===== src/sv/wav_riff_header_parser_core_macros.svh =====
// assertion macros for the wav header parser
`ifndef WAV_RIFF_HEADER_PARSER_CORE_MACROS_SVH
`define WAV_RIFF_HEADER_PARSER_CORE_MACROS_SVH

// same-cycle implication, sampled on aclk, off during reset
`define WRP_ASSERT_NOW(lbl, ante, cons, msg) \
    lbl: assert property (@(posedge aclk) disable iff (!aresetn) (ante) |-> (cons)) \
        else $error(msg);

// next-cycle implication
`define WRP_ASSERT_NEXT(lbl, ante, cons, msg) \
    lbl: assert property (@(posedge aclk) disable iff (!aresetn) (ante) |=> (cons)) \
        else $error(msg);

`endif


===== src/sv/wrp_pkg.sv =====
// shared types and constants of the wav header parser
`timescale 1ns / 1ps
package wrp_pkg;
    localparam int unsigned FILE_SIZE_W = 32;
    localparam int unsigned PADDR_W = 3;
    localparam int unsigned OUT_TDATA_W = 200;
    localparam logic [PADDR_W-1:0] ADDR_FILE_SIZE = 3'd0;

    localparam logic [31:0] TAG_RIFF = 32'h4646_4952;
    localparam logic [31:0] TAG_WAVE = 32'h4556_4157;
    localparam logic [31:0] TAG_FMT  = 32'h2074_6D66;
    localparam logic [31:0] TAG_DATA = 32'h6174_6164;

    localparam logic [31:0] MIN_FILE_SIZE = 32'd12;
    localparam logic [4:0] MUL_LAST = 5'd15;
    localparam logic [4:0] MOD_LAST = 5'd31;

    typedef enum logic [1:0] {
        STAT_OK      = 2'd0,
        STAT_INVALID = 2'd1,
        STAT_FORMAT  = 2'd2,
        STAT_UNSUPP  = 2'd3
    } status_t;

    typedef enum logic [2:0] {
        PH_HEADER,
        PH_CHUNK_HDR,
        PH_FMT,
        PH_SKIP,
        PH_MUL,
        PH_MOD,
        PH_DONE
    } phase_t;

    typedef enum logic {
        OP_MUL,
        OP_MOD
    } alu_op_t;

    typedef struct packed {
        logic    go;
        alu_op_t op;
    } alu_cmd_t;

    typedef struct packed {
        logic        done;
        logic [47:0] prod;
        logic [15:0] rem;
    } alu_res_t;
endpackage


===== src/sv/wrp_alu.sv =====
// iterative shift-add multiplier and restoring remainder unit
`timescale 1ns / 1ps
module wrp_alu (
    input  logic             aclk,
    input  logic             aresetn,
    input  wrp_pkg::alu_cmd_t cmd,
    input  logic [31:0]      opa,
    input  logic [15:0]      opb,
    output wrp_pkg::alu_res_t res
);
    import wrp_pkg::*;

    alu_op_t     op_reg, op_next;
    logic        run_reg, run_next;
    logic        done_reg, done_next;
    logic [4:0]  cnt_reg, cnt_next;
    logic [47:0] acc_reg, acc_next;
    logic [47:0] a_reg, a_next;
    logic [15:0] b_reg, b_next;
    logic [16:0] trial;
    logic [4:0]  last;

    assign trial = {acc_reg[15:0], a_reg[31]};
    assign last  = (op_reg == OP_MUL) ? MUL_LAST : MOD_LAST;

    always_comb begin
        op_next   = op_reg;
        run_next  = run_reg;
        done_next = 1'b0;
        cnt_next  = cnt_reg;
        acc_next  = acc_reg;
        a_next    = a_reg;
        b_next    = b_reg;
        if (cmd.go) begin
            op_next  = cmd.op;
            run_next = 1'b1;
            cnt_next = '0;
            acc_next = '0;
            a_next   = {16'd0, opa};
            b_next   = opb;
        end else if (run_reg) begin
            if (op_reg == OP_MUL) begin
                if (b_reg[0]) begin
                    acc_next = acc_reg + a_reg;
                end
                a_next = {a_reg[46:0], 1'b0};
                b_next = {1'b0, b_reg[15:1]};
            end else begin
                if (trial >= {1'b0, b_reg}) begin
                    acc_next = {31'd0, trial - {1'b0, b_reg}};
                end else begin
                    acc_next = {31'd0, trial};
                end
                a_next = {a_reg[46:0], 1'b0};
            end
            cnt_next = cnt_reg + 5'd1;
            if (cnt_reg == last) begin
                run_next  = 1'b0;
                done_next = 1'b1;
            end
        end
    end

    always_ff @(posedge aclk) begin
        if (!aresetn) begin
            run_reg  <= 1'b0;
            done_reg <= 1'b0;
            cnt_reg  <= '0;
            op_reg   <= OP_MUL;
        end else begin
            run_reg  <= run_next;
            done_reg <= done_next;
            cnt_reg  <= cnt_next;
            op_reg   <= op_next;
        end
        acc_reg <= acc_next;
        a_reg   <= a_next;
        b_reg   <= b_next;
    end

    assign res.done = done_reg;
    assign res.prod = acc_reg;
    assign res.rem  = acc_reg[15:0];
endmodule


===== src/sv/wav_riff_header_parser_core.sv =====
// wav riff header parser top level: byte walker, checks and result register
// timing: the result is registered and valid the cycle after the deciding byte; a last
//   fmt byte first waits for the 16-step multiply and a data header for the 32-step remainder
// throughput: 1 byte per cycle, except in those stalls and while a result waits on m_tready
// reset: synchronous active-low aresetn clears parser state and file_size
`timescale 1ns / 1ps
`include "wav_riff_header_parser_core_macros.svh"
module wav_riff_header_parser_core #(
    parameter int unsigned PADDR_WIDTH = wrp_pkg::PADDR_W
) (
    input  logic                     aclk,
    input  logic                     aresetn,
    input  logic                     s_tvalid,
    output logic                     s_tready,
    input  logic [7:0]               s_tdata,   // data_byte
    input  logic                     s_tuser,   // file_start
    output logic                     m_tvalid,
    input  logic                     m_tready,
    // status, fmt_tag, chan_cnt, frame_rate, bytes_per_sec, frame_bytes,
    // sample_bits, payload_offset, payload_len, zero pad
    output logic [wrp_pkg::OUT_TDATA_W-1:0] m_tdata,
    input  logic                     psel,
    input  logic                     penable,
    input  logic                     pwrite,
    input  logic [PADDR_WIDTH-1:0]   paddr,
    input  logic [31:0]              pwdata,
    output logic [31:0]              prdata,
    output logic                     pready
);
    import wrp_pkg::*;

    logic [31:0]      file_size_reg;
    phase_t           phase_reg, phase_next;
    logic [31:0]      pos_reg, pos_next;
    logic [31:0]      limit_reg, limit_next;
    logic [3:0]       fs_reg, fs_next;
    logic [31:0]      tag_reg, tag_next;
    logic [31:0]      len_reg, len_next;
    logic [31:0]      nxt_reg, nxt_next;
    logic [15:0][7:0] fmt_reg, fmt_next;
    logic             seen_reg, seen_next;

    logic             m_tvalid_reg;
    status_t          st_reg, st_sel;
    logic [127:0]     fmtout_reg;
    logic [31:0]      doff_reg, dsize_reg, doff_sel, dsize_sel;
    logic             emit;

    logic             s_acc;
    alu_cmd_t         u_cmd;
    alu_res_t         u_res;
    logic [31:0]      u_a;
    logic [15:0]      u_b;

    logic [31:0]      c_pos, c_limit, c_tag, c_len, c_nxt;
    logic [3:0]       c_fs;
    phase_t           c_phase;
    logic [2:0]       k3;
    logic [32:0]      poff, room, padded;
    logic [15:0]      f_fmt, f_ch, f_ba, f_bits;
    logic [18:0]      expect_ba;
    logic [31:0]      lane;

    function automatic logic chunk_fail(input logic [31:0] off, input logic [31:0] lim);
        chunk_fail = (off >= lim) || ((lim - off) < 32'd8);
    endfunction

    assign pready   = 1'b1;
    assign prdata   = (paddr == ADDR_FILE_SIZE) ? file_size_reg : 32'd0;
    assign s_acc    = s_tvalid && s_tready;
    assign m_tvalid = m_tvalid_reg;
    assign m_tdata  = {6'd0, dsize_reg, doff_reg, fmtout_reg, st_reg};

    assign f_fmt  = {fmt_next[1], fmt_next[0]};
    assign f_ch   = {fmt_next[3], fmt_next[2]};
    assign f_ba   = {fmt_next[13], fmt_next[12]};
    assign f_bits = {fmt_next[15], fmt_next[14]};
    assign expect_ba = {3'd0, f_ch} * {16'd0, f_bits[5:3]};

    // next state
    always_comb begin
        c_pos   = s_tuser ? 32'd0 : pos_reg;
        c_limit = s_tuser ? 32'd0 : limit_reg;
        c_tag   = s_tuser ? 32'd0 : tag_reg;
        c_len   = s_tuser ? 32'd0 : len_reg;
        c_nxt   = s_tuser ? 32'd0 : nxt_reg;
        c_fs    = s_tuser ? 4'd0 : fs_reg;
        c_phase = s_tuser ? PH_HEADER : phase_reg;
        k3      = c_fs[2:0];
        lane    = {24'd0, s_tdata};
        poff    = {1'b0, c_pos} + 33'd1;
        room    = {1'b0, c_limit} - poff;
        padded  = '0;
        phase_next = phase_reg;
        pos_next   = pos_reg;
        limit_next = limit_reg;
        fs_next    = fs_reg;
        tag_next   = tag_reg;
        len_next   = len_reg;
        nxt_next   = nxt_reg;
        fmt_next   = fmt_reg;
        seen_next  = seen_reg;
        emit       = 1'b0;
        st_sel     = STAT_FORMAT;
        doff_sel   = '0;
        dsize_sel  = '0;
        u_cmd.go   = 1'b0;
        u_cmd.op   = OP_MUL;
        u_a        = {fmt_next[7], fmt_next[6], fmt_next[5], fmt_next[4]};
        u_b        = f_ba;
        if (phase_reg == PH_MUL) begin
            if (u_res.done) begin
                if (u_res.prod[47:32] != 16'd0 ||
                    u_res.prod[31:0] != {fmt_reg[11], fmt_reg[10], fmt_reg[9], fmt_reg[8]}) begin
                    emit = 1'b1;
                end else begin
                    seen_next  = 1'b1;
                    phase_next = PH_SKIP;
                    if (nxt_reg == pos_reg) begin
                        if (chunk_fail(nxt_reg, limit_reg)) begin
                            emit = 1'b1;
                        end else begin
                            phase_next = PH_CHUNK_HDR;
                            fs_next = '0;
                            tag_next = '0;
                            len_next = '0;
                        end
                    end
                end
            end
        end else if (phase_reg == PH_MOD) begin
            if (u_res.done) begin
                emit = 1'b1;
                if (u_res.rem == 16'd0) begin
                    st_sel    = STAT_OK;
                    doff_sel  = pos_reg;
                    dsize_sel = len_reg;
                end
            end
        end else if (s_acc) begin
            pos_next   = c_pos + 32'd1;
            limit_next = c_limit;
            tag_next   = c_tag;
            len_next   = c_len;
            nxt_next   = c_nxt;
            fs_next    = c_fs;
            phase_next = c_phase;
            if (s_tuser) begin
                fmt_next  = '0;
                seen_next = 1'b0;
            end
            case (c_phase)
                PH_HEADER: begin
                    if (c_pos[3:2] == 2'd1) begin
                        len_next = c_len | (lane << {c_pos[1:0], 3'b000});
                    end else begin
                        tag_next = c_tag | (lane << {c_pos[1:0], 3'b000});
                    end
                    if (c_pos == 32'd0 && file_size_reg < MIN_FILE_SIZE) begin
                        emit   = 1'b1;
                        st_sel = STAT_INVALID;
                    end else if (c_pos == 32'd3) begin
                        if (tag_next != TAG_RIFF) emit = 1'b1;
                        tag_next = '0;
                    end else if (c_pos == 32'd7) begin
                        if ({1'b0, len_next} + 33'd8 > {1'b0, file_size_reg}) emit = 1'b1;
                        limit_next = len_next + 32'd8;
                    end else if (c_pos == 32'd11) begin
                        if (tag_next != TAG_WAVE || chunk_fail(MIN_FILE_SIZE, c_limit)) begin
                            emit = 1'b1;
                        end else begin
                            phase_next = PH_CHUNK_HDR;
                            fs_next = '0;
                            tag_next = '0;
                            len_next = '0;
                        end
                    end
                end
                PH_CHUNK_HDR: begin
                    fs_next = {1'b0, k3} + 4'd1;
                    if (!k3[2]) begin
                        tag_next = c_tag | (lane << {k3[1:0], 3'b000});
                    end else begin
                        len_next = c_len | (lane << {k3[1:0], 3'b000});
                    end
                    padded = {1'b0, len_next} + {32'd0, len_next[0]};
                    if (k3 == 3'd7) begin
                        nxt_next = poff[31:0] + padded[31:0];
                        if (poff > {1'b0, c_limit} || padded > room) begin
                            emit = 1'b1;
                        end else if (tag_next == TAG_FMT) begin
                            if (len_next < 32'd16) begin
                                emit = 1'b1;
                            end else begin
                                phase_next = PH_FMT;
                                fs_next = '0;
                            end
                        end else if (tag_next == TAG_DATA) begin
                            if (!seen_reg || f_ba == 16'd0 || s_tuser) begin
                                emit = 1'b1;
                            end else begin
                                phase_next = PH_MOD;
                                u_cmd.go = 1'b1;
                                u_cmd.op = OP_MOD;
                                u_a = len_next;
                            end
                        end else begin
                            phase_next = PH_SKIP;
                            if (nxt_next == pos_next) begin
                                if (chunk_fail(nxt_next, c_limit)) begin
                                    emit = 1'b1;
                                end else begin
                                    phase_next = PH_CHUNK_HDR;
                                    fs_next = '0;
                                    tag_next = '0;
                                    len_next = '0;
                                end
                            end
                        end
                    end
                end
                PH_FMT: begin
                    fmt_next[c_fs] = s_tdata;
                    fs_next = c_fs + 4'd1;
                    if (c_fs == 4'd15) begin
                        if (f_fmt != 16'd1 || f_ch == 16'd0 ||
                            (f_bits != 16'd8 && f_bits != 16'd16 &&
                             f_bits != 16'd24 && f_bits != 16'd32)) begin
                            emit   = 1'b1;
                            st_sel = STAT_UNSUPP;
                        end else if (expect_ba[18:16] != 3'd0 || f_ba != expect_ba[15:0]) begin
                            emit = 1'b1;
                        end else begin
                            phase_next = PH_MUL;
                            u_cmd.go = 1'b1;
                        end
                    end
                end
                PH_SKIP: begin
                    if (c_nxt == pos_next) begin
                        if (chunk_fail(c_nxt, c_limit)) begin
                            emit = 1'b1;
                        end else begin
                            phase_next = PH_CHUNK_HDR;
                            fs_next = '0;
                            tag_next = '0;
                            len_next = '0;
                        end
                    end
                end
                default: begin
                    phase_next = c_phase;
                end
            endcase
        end
        if (emit) phase_next = PH_DONE;
    end

    // handshake outputs
    always_comb begin
        case (phase_reg)
            PH_MUL, PH_MOD: s_tready = 1'b0;
            default:        s_tready = !m_tvalid_reg || m_tready;
        endcase
    end

    always_ff @(posedge aclk) begin
        if (!aresetn) begin
            file_size_reg <= '0;
            phase_reg     <= PH_HEADER;
            pos_reg       <= '0;
            limit_reg     <= '0;
            fs_reg        <= '0;
            tag_reg       <= '0;
            len_reg       <= '0;
            nxt_reg       <= '0;
            fmt_reg       <= '0;
            seen_reg      <= 1'b0;
            m_tvalid_reg  <= 1'b0;
        end else begin
            if (psel && penable && pwrite && pready && paddr == ADDR_FILE_SIZE) begin
                file_size_reg <= pwdata;
            end
            phase_reg    <= phase_next;
            pos_reg      <= pos_next;
            limit_reg    <= limit_next;
            fs_reg       <= fs_next;
            tag_reg      <= tag_next;
            len_reg      <= len_next;
            nxt_reg      <= nxt_next;
            fmt_reg      <= fmt_next;
            seen_reg     <= seen_next;
            m_tvalid_reg <= emit ? 1'b1 : (m_tready ? 1'b0 : m_tvalid_reg);
        end
        if (emit) begin
            st_reg     <= st_sel;
            fmtout_reg <= fmt_next;
            doff_reg   <= doff_sel;
            dsize_reg  <= dsize_sel;
        end
    end

    wrp_alu u_alu (
        .aclk    (aclk),
        .aresetn (aresetn),
        .cmd     (u_cmd),
        .opa     (u_a),
        .opb     (u_b),
        .res     (u_res)
    );

    `WRP_ASSERT_NOW(a_busy_stall, (phase_reg == PH_MUL || phase_reg == PH_MOD), !s_tready, "input taken while unit busy")
    `WRP_ASSERT_NOW(a_done_phase, u_res.done, (phase_reg == PH_MUL || phase_reg == PH_MOD), "unit result outside a check")
    `WRP_ASSERT_NOW(a_emit_done, $rose(m_tvalid_reg), (phase_reg == PH_DONE), "result without finished parse")
    `WRP_ASSERT_NEXT(a_start_unit, u_cmd.go, (phase_reg == PH_MUL || phase_reg == PH_MOD), "unit started outside a check")
endmodule


===== config.mk =====
export PLATFORM = sky130hd
export DESIGN_NAME = wav_riff_header_parser_core
export DESIGN_NICKNAME = d
export VERILOG_FILES = /design/src/sv/wrp_pkg.sv /design/src/sv/wrp_alu.sv /design/src/sv/wav_riff_header_parser_core.sv
export VERILOG_INCLUDE_DIRS = /design/src /design/src/sv
export SDC_FILE = /design/constraint.sdc
export NUM_CORES = 2
export LEC_CHECK = 0
export BUFFER_PORTS_ARGS = -buffer_cell sky130_fd_sc_hd__buf_4
export CORE_UTILIZATION = 64
export CTS_BUF_LIST = sky130_fd_sc_hd__clkbuf_2
export DETAILED_ROUTE_END_ITERATION = 16
export PLACE_DENSITY = 0.83
export SLEW_MARGIN = 20
export SYNTH_ARGS = -nofsm -noshare
export SYNTH_HDL_FRONTEND = slang
export SYNTH_SLANG_ARGS = --single-unit
export TNS_END_PERCENT = 10

===== constraint.sdc =====
create_clock -name aclk -period 19.82 [get_ports aclk]
set_clock_uncertainty 0.05 [all_clocks]
set_input_delay 1.982 -clock aclk [delete_from_list [all_inputs] [get_ports aclk]]
set_output_delay 1.982 -clock aclk [all_outputs]
set_load 0.005 [all_outputs]

## Word-level counts from Yosys, hierarchy flattened

Index checks and enable logic that the tools add are counted.
W data, S select, Z words.

| storage, ports and cells | value |
|---|---|
| bits of input ports | 51 |
| word-level logic and storage cells | 382 |
| register bits after elaboration | 643 |

| cells by class | value |
|---|---|
| $mul | 1 |
| shift-type cells | 2 |
| multiplexer cells | 213 |
| add/sub/neg operators | 16 |
| eq/ne operators | 35 |
| magnitude comparators | 16 |
| reduce and logical (&&, ||, !) cells | 50 |
| bitwise operators | 10 |

Operator list:

| cell | count |
|---|---|
| $mux W32 | 79 |
| $mux W128 | 8 |
| $pmux W32 S3 | 2 |
| $lt A32 B4 Y1 const B | 5 |
| $bwmux W128 | 1 |
| $or A32 B32 Y32 | 4 |
| $eq A32 B32 Y1 | 3 |
| $ge A32 B32 Y1 | 3 |
| $mux W48 | 2 |
| $sub A32 B32 Y32 | 3 |
| $mux W4 | 22 |
| $mux W3 | 23 |
| $gt A33 B32 Y1 | 2 |
| $ne A32 B31 Y1 const B | 2 |
| $shl A8 B5 Y32 | 2 |
| $add A48 B48 Y48 | 1 |
| $logic_not A16 Y1 | 3 |
| $mux W16 | 3 |
| $mux W1 | 47 |
| $mux W2 | 17 |
| $add A32 B1 Y33 | 1 |
| $add A32 B1 Y33 const B | 1 |
| $add A32 B4 Y33 const B | 1 |
| $gt A33 B33 Y1 | 1 |
| other kinds (62) | 107 |

## Longest topological paths before layout

| depth | value |
|---|---|
| word-level depth | 26 |
| depth in mapped cells | 48 |

## By module

Synthesis repeated with hierarchy kept, for this count alone.

| unflattened totals | value |
|---|---|
| cell total of the unflattened synthesis | 5763 |
| area, all modules | 47239.1 sq um |

By module, submodules not included:

| module | area each (sq um) | times used | cells each | sequential area each (sq um) |
|---|---|---|---|---|
| wav_riff_header_parser_core | 38738.4 | 1 | 4796 | 12411.9 |
| wrp_alu | 8500.7 | 1 | 967 | 2882.8 |

## Least setup slack after synthesis

Ideal clock, no wire load.

| timing path | value |
|---|---|
| path type | input to register |
| start | in s_tuser |
| end | reg doff_reg[0], enable pin |
| path slack | 4.885 ns |
| arrival time | 14.339 ns |
| cell stages on the path | 40 |
| data required time | 19.224 ns |
| buffers on the path | 12 |
| cell sequence | buf_2 clkbuf_1 buf_2 buf_2 clkbuf_1 buf_2 buf_2 buf_1 buf_1 clkbuf_1 clkbuf_1 nor2b_1 ha_1 and3_1 and2_1 and3_1 xnor2_1 nor2_1 (+4 left out) a22oi_2 nor2b_1 xnor2_1 ha_1 nand3_1 or3_1 and3_1 maj3_1 o32ai_1 a31o_2 and3_1 o21ai_0 a2111o_1 nor4_1 o21ai_0 a21oi_1 nor3_1 inv_1 |

| between the ends | value |
|---|---|
| elaborated cells on any way between the ends | 131 |

RTL lines:

| what | RTL line | RTL |
|---|---|---|
| start: declaration | wav_riff_header_parser_core.sv:16 | `input logic s_tuser,` |
| $mux W32 (*) | wav_riff_header_parser_core.sv:82 | `c_pos = s_tuser ? 32'd0 : pos_reg;` |
| $add A32 B1 Y33 (*) | wav_riff_header_parser_core.sv:91 | `poff = {1'b0, c_pos} + 33'd1;` |
| net poff[8] | wav_riff_header_parser_core.sv:59 | `logic [32:0] poff, room, padded;` |
| $add A32 B32 Y32 | wav_riff_header_parser_core.sv:188 | `nxt_next = poff[31:0] + padded[31:0];` |
| $sub A32 B32 Y32 | wav_riff_header_parser_core.sv:65 | `chunk_fail = (off >= lim) \|\| ((lim - off) < 32'd8);` |
| $lt A32 B4 Y1 | wav_riff_header_parser_core.sv:65 |  |
| $logic_or A1 B1 Y1 | wav_riff_header_parser_core.sv:65 |  |
| $mux W1 | wav_riff_header_parser_core.sv:210 | `if (chunk_fail(nxt_next, c_limit)) begin` |
| (+2 left out) | - |  |
| $mux W1 | wav_riff_header_parser_core.sv:191 | `end else if (tag_next == TAG_FMT) begin` |
| $mux W1 (*) | wav_riff_header_parser_core.sv:189 | `if (poff > {1'b0, c_limit} \|\| padded > room) begin` |
| $mux W1 (*) | wav_riff_header_parser_core.sv:187 | `if (k3 == 3'd7) begin` |
| $pmux W1 S4 (*) | wav_riff_header_parser_core.sv:152 | `case (c_phase)` |
| $mux W1 (*) | wav_riff_header_parser_core.sv:140 | `end else if (s_acc) begin` |
| $mux W1 (*) | wav_riff_header_parser_core.sv:131 | `end else if (phase_reg == PH_MOD) begin` |
| $mux W1 (*) | wav_riff_header_parser_core.sv:111 | `if (phase_reg == PH_MUL) begin` |
| net emit | wav_riff_header_parser_core.sv:47 | `logic emit;` |
| end signal: assignment | wav_riff_header_parser_core.sv:298 | `doff_reg <= doff_sel;` |
| end: declaration | wav_riff_header_parser_core.sv:46 | `logic [31:0] doff_reg, dsize_reg, doff_sel, dsize_sel;` |

Mark *: on every way through the listed nets, which the timed path passes. The rest lies on a longest branch. The select of a mux whose other input is x is not followed.
A chain may end at the register's enable or synchronous reset.

## Worst setup path after layout

| timing path | value |
|---|---|
| start | in s_tuser |
| end | reg dsize_reg[18], enable pin |

| between the ends | value |
|---|---|
| elaborated cells on any way between the ends | 131 |

RTL lines:

| what | RTL line | RTL |
|---|---|---|
| $mux W32 (*) | wav_riff_header_parser_core.sv:82 |  |
| $add A32 B1 Y33 (*) | wav_riff_header_parser_core.sv:91 |  |
| net poff[7] | wav_riff_header_parser_core.sv:59 |  |
| $add A32 B32 Y32 | wav_riff_header_parser_core.sv:188 |  |
| $sub A32 B32 Y32 | wav_riff_header_parser_core.sv:65 |  |
| $lt A32 B4 Y1 | wav_riff_header_parser_core.sv:65 |  |
| $logic_or A1 B1 Y1 | wav_riff_header_parser_core.sv:65 |  |
| $mux W1 | wav_riff_header_parser_core.sv:210 |  |
| (+2 left out) | - |  |
| $mux W1 | wav_riff_header_parser_core.sv:191 |  |
| $mux W1 (*) | wav_riff_header_parser_core.sv:189 |  |
| $mux W1 (*) | wav_riff_header_parser_core.sv:187 |  |
| $pmux W1 S4 (*) | wav_riff_header_parser_core.sv:152 |  |
| $mux W1 (*) | wav_riff_header_parser_core.sv:140 |  |
| $mux W1 (*) | wav_riff_header_parser_core.sv:131 |  |
| $mux W1 (*) | wav_riff_header_parser_core.sv:111 |  |
| net emit | wav_riff_header_parser_core.sv:47 |  |
| end signal: assignment | wav_riff_header_parser_core.sv:299 | `dsize_reg <= dsize_sel;` |
| end: declaration | wav_riff_header_parser_core.sv:46 |  |

Marked as above.

==> impl_metrics.ini <==
[timing]
timing.fmax_mhz = 82.6
period_minus_slack_ps = 12110
rsz0062_at_grt = false
worst_pin_slew_ps = 1200
fin_crit_sh_pct = 61.1
hold_viol_final = 0
relSlewSlack_pct = 19.6
setup_viol = 0
drv_slew = 0
tns_ps = 0

[worst_setup_path]
reg2reg_to = dsize_reg[18]
cp_common_cell = buf_4
critPathCaptureType = flip-flop
max_stage_delay_ps = 880
crit_type = in -> reg
ff2ff_setup_slack_ps = 8710
required_ps = 20810
worstPathArrival_ps = 13100
reg2reg_from = fs_reg[2]
start_kind = input pin
crit_slowest_cell = buf_4
cp_max_fo = 118
worst-r2r-cell-count = 32

[pwr]
swShare_pct = 34.0
powerDensity_nw_per_um2 = 60.2
power_frac_clock_pct = 31.7
p_comb_share_pct = 19.5
worst_ir_drop_vdd_uv = 54.5
total_power_uw = 3080
p_switching_uw = 1050
leakage_uw = 0.0215
internal-power_uw = 2030
seq_power_share_pct = 48.8

[placement]
place_hpwl_mm = 129
numPortBuffers = 278
place.gp.congestion = 1.10
placedCellCount = 6729

[yosys]
postSynthAreaPerCell_um2 = 8.18
synthCells = 5739
yosysSeqAreaShare_pct = 32.6
yosysUniqueCellTypes = 112
synth_most_common_cell = nand2_1
ys.flop_type = dfxtp_1
synthTopCellsByArea = dfxtp_1, edfxtp_1, ha_1
synth_top_cells_by_count = nand2_1, nor2_1, a21oi_1
synth_edf_count = 242
syn_area_um2 = 46900
postSynth.asyncResetShare_pct = 0
synth_top_area_share_pct = 17.1
synth.largest_area_cell = dfxtp_1
ys_warn_count = 0
ys_ff_latch = 643

[outcome]
status = finished, final reports clean

[min_path]
holdPathStages = 2
hp-class = reg -> reg
min_delay_worst_endpoint = file_size_reg[19]
min_from = file_size_reg[19]

[detailed_routing]
firstDrtPassIters = 10
via_count = 47300
post_drt_wl_per_cell_um = 24.7
ant_nets = 0
finalWirelength_mm = 174
drcViolationCount = 0
vias_per_cell = 6.72
initialDrtViolationCount = 6942

[global_route]
grt.overflow.total = 0
antenna_found_initial = 8
grt_pass1_vias = 43800
grt_pass1_wl_mm = 259
grt_usage_pct = 45.4
grt_max_degree = 119

[clock_network]
clock-root-buffer = clkbuf_2
post-cts-setup-buffers = 0
postCtsResizedCells = 0
cts.sinks = 643
ctsHoldBuffers = 0
h-tree-depth = 4
clk_latency_ps = 1500
cts_buffers = 166
cts.clk_slew.worst_paths_ps = 100
cts_tree = done
max-clock-path-buffers = 3

[final_layout]
stdcell_count = 7040
synthToLayoutAreaGrowth_pct = 9.09
fin_util_pct = 71.1
drive_gt1_share_pct = 11.9
final_net_count = 6316

[floorplanning]
initial_core_util_pct = 65.2
fp.dieW_um = 273
fp.coreArea_um2 = 72000
rows = 98
die_height_um = 273
die_area_um2 = 74400
io_pins = 286

[job]
max_cap_viol_count = 0
[cell families (layout without fill, tap and decap cells)]
kind of cell,count (synthesis),in the layout,synth area share (%)
and+or+nand+nor,2200,2200,23.1
AOI/OAI and AO/OA,1542,1542,21.9
DFF,643,643,32.6
buffers and inverters,599,938,5.06
xor gates and xnor gates,353,353,6.76
adders and majority gates,323,323,8.89
muxes,77,77,1.68
other,2,14,0.0160
[worst max path at each step]
stage	start	endpoint	slack [ps]	cells past startpoint
6_report	s_tuser	dsize_reg[18]	7710	31
5_1_grt	s_tuser	dsize_reg[22]	7310	31
4_1_cts	s_tuser	dsize_reg[18]	8150	31
3_5_place_dp	s_tuser	dsize_reg[3]	6680	31
3_3_place_gp	s_tuser	dsize_reg[0]	6980	31
2_1_floorplan	s_tuser	doff_reg[0]	4880	40
[layout make-up]
type	count	area (µm²)
Sequential cell	643	15300
Clock buffer	244	1220
Fill cell	5874	20800
Clock inverter	60	360
Multi-Input combinational cell	4502	29400
Antenna cell	7	17.5
Timing Repair Buffer	360	2700
Tap cell	950	1190
Inverter	274	1040
[routing by layer]
metal | vias to the layer above | wire [µm] | track usage [%]
li1 | 21200 | - | -
met1 | 22000 | 64600 | 56.8
met2 | 3229 | 74200 | 68.5
met3 | 829 | 22000 | 12.4
met4 | 4 | 13200 | 30.0
met5 | - | 34 | 0
[power groups by stage]
stage / clock [µW] / sequential, µW / combinational (µW)
2_1_floorplan: 0 / 1520 / 370
3_3_place_gp: 0 / 1530 / 569
3_5_place_dp: 0 / 1530 / 580
4_1_cts: 977 / 1500 / 583
5_1_grt: 1050 / 1510 / 637
6_report: 977 / 1500 / 602
[placed cells by master (no fill, tap or decap), drive strengths merged, types with 126 or more instances in the layout]
cell type	n
a21oi	403
buf	360
a21o	150
a22oi	137
ha	299
and2	242
xor2	152
nand3	126
edfxtp	242
dfxtp	401
nor2	530
clkbuf	244
o21ai	294
inv	280
nand2	643
xnor2	197
[worst max-delay path: cells and delay by family]
kind	cells	cell delay (ps)
buf+inv	9	4500
fa+ha+maj	3	1190
compound gates	10	3020
xor+xnor	1	420
mux	1	260
simple gates	7	1500
[stage by stage]
step	hold WS, ps	area [µm²]	setup slack [ps]
after global placement	403	49600	6980
after floorplan	395	47000	4880
after detailed placement	416	49600	6680
after CTS	408	51200	8150
final	431	51200	7710
after global routing	445	51200	7310
(Power assumes the default switching activity.)
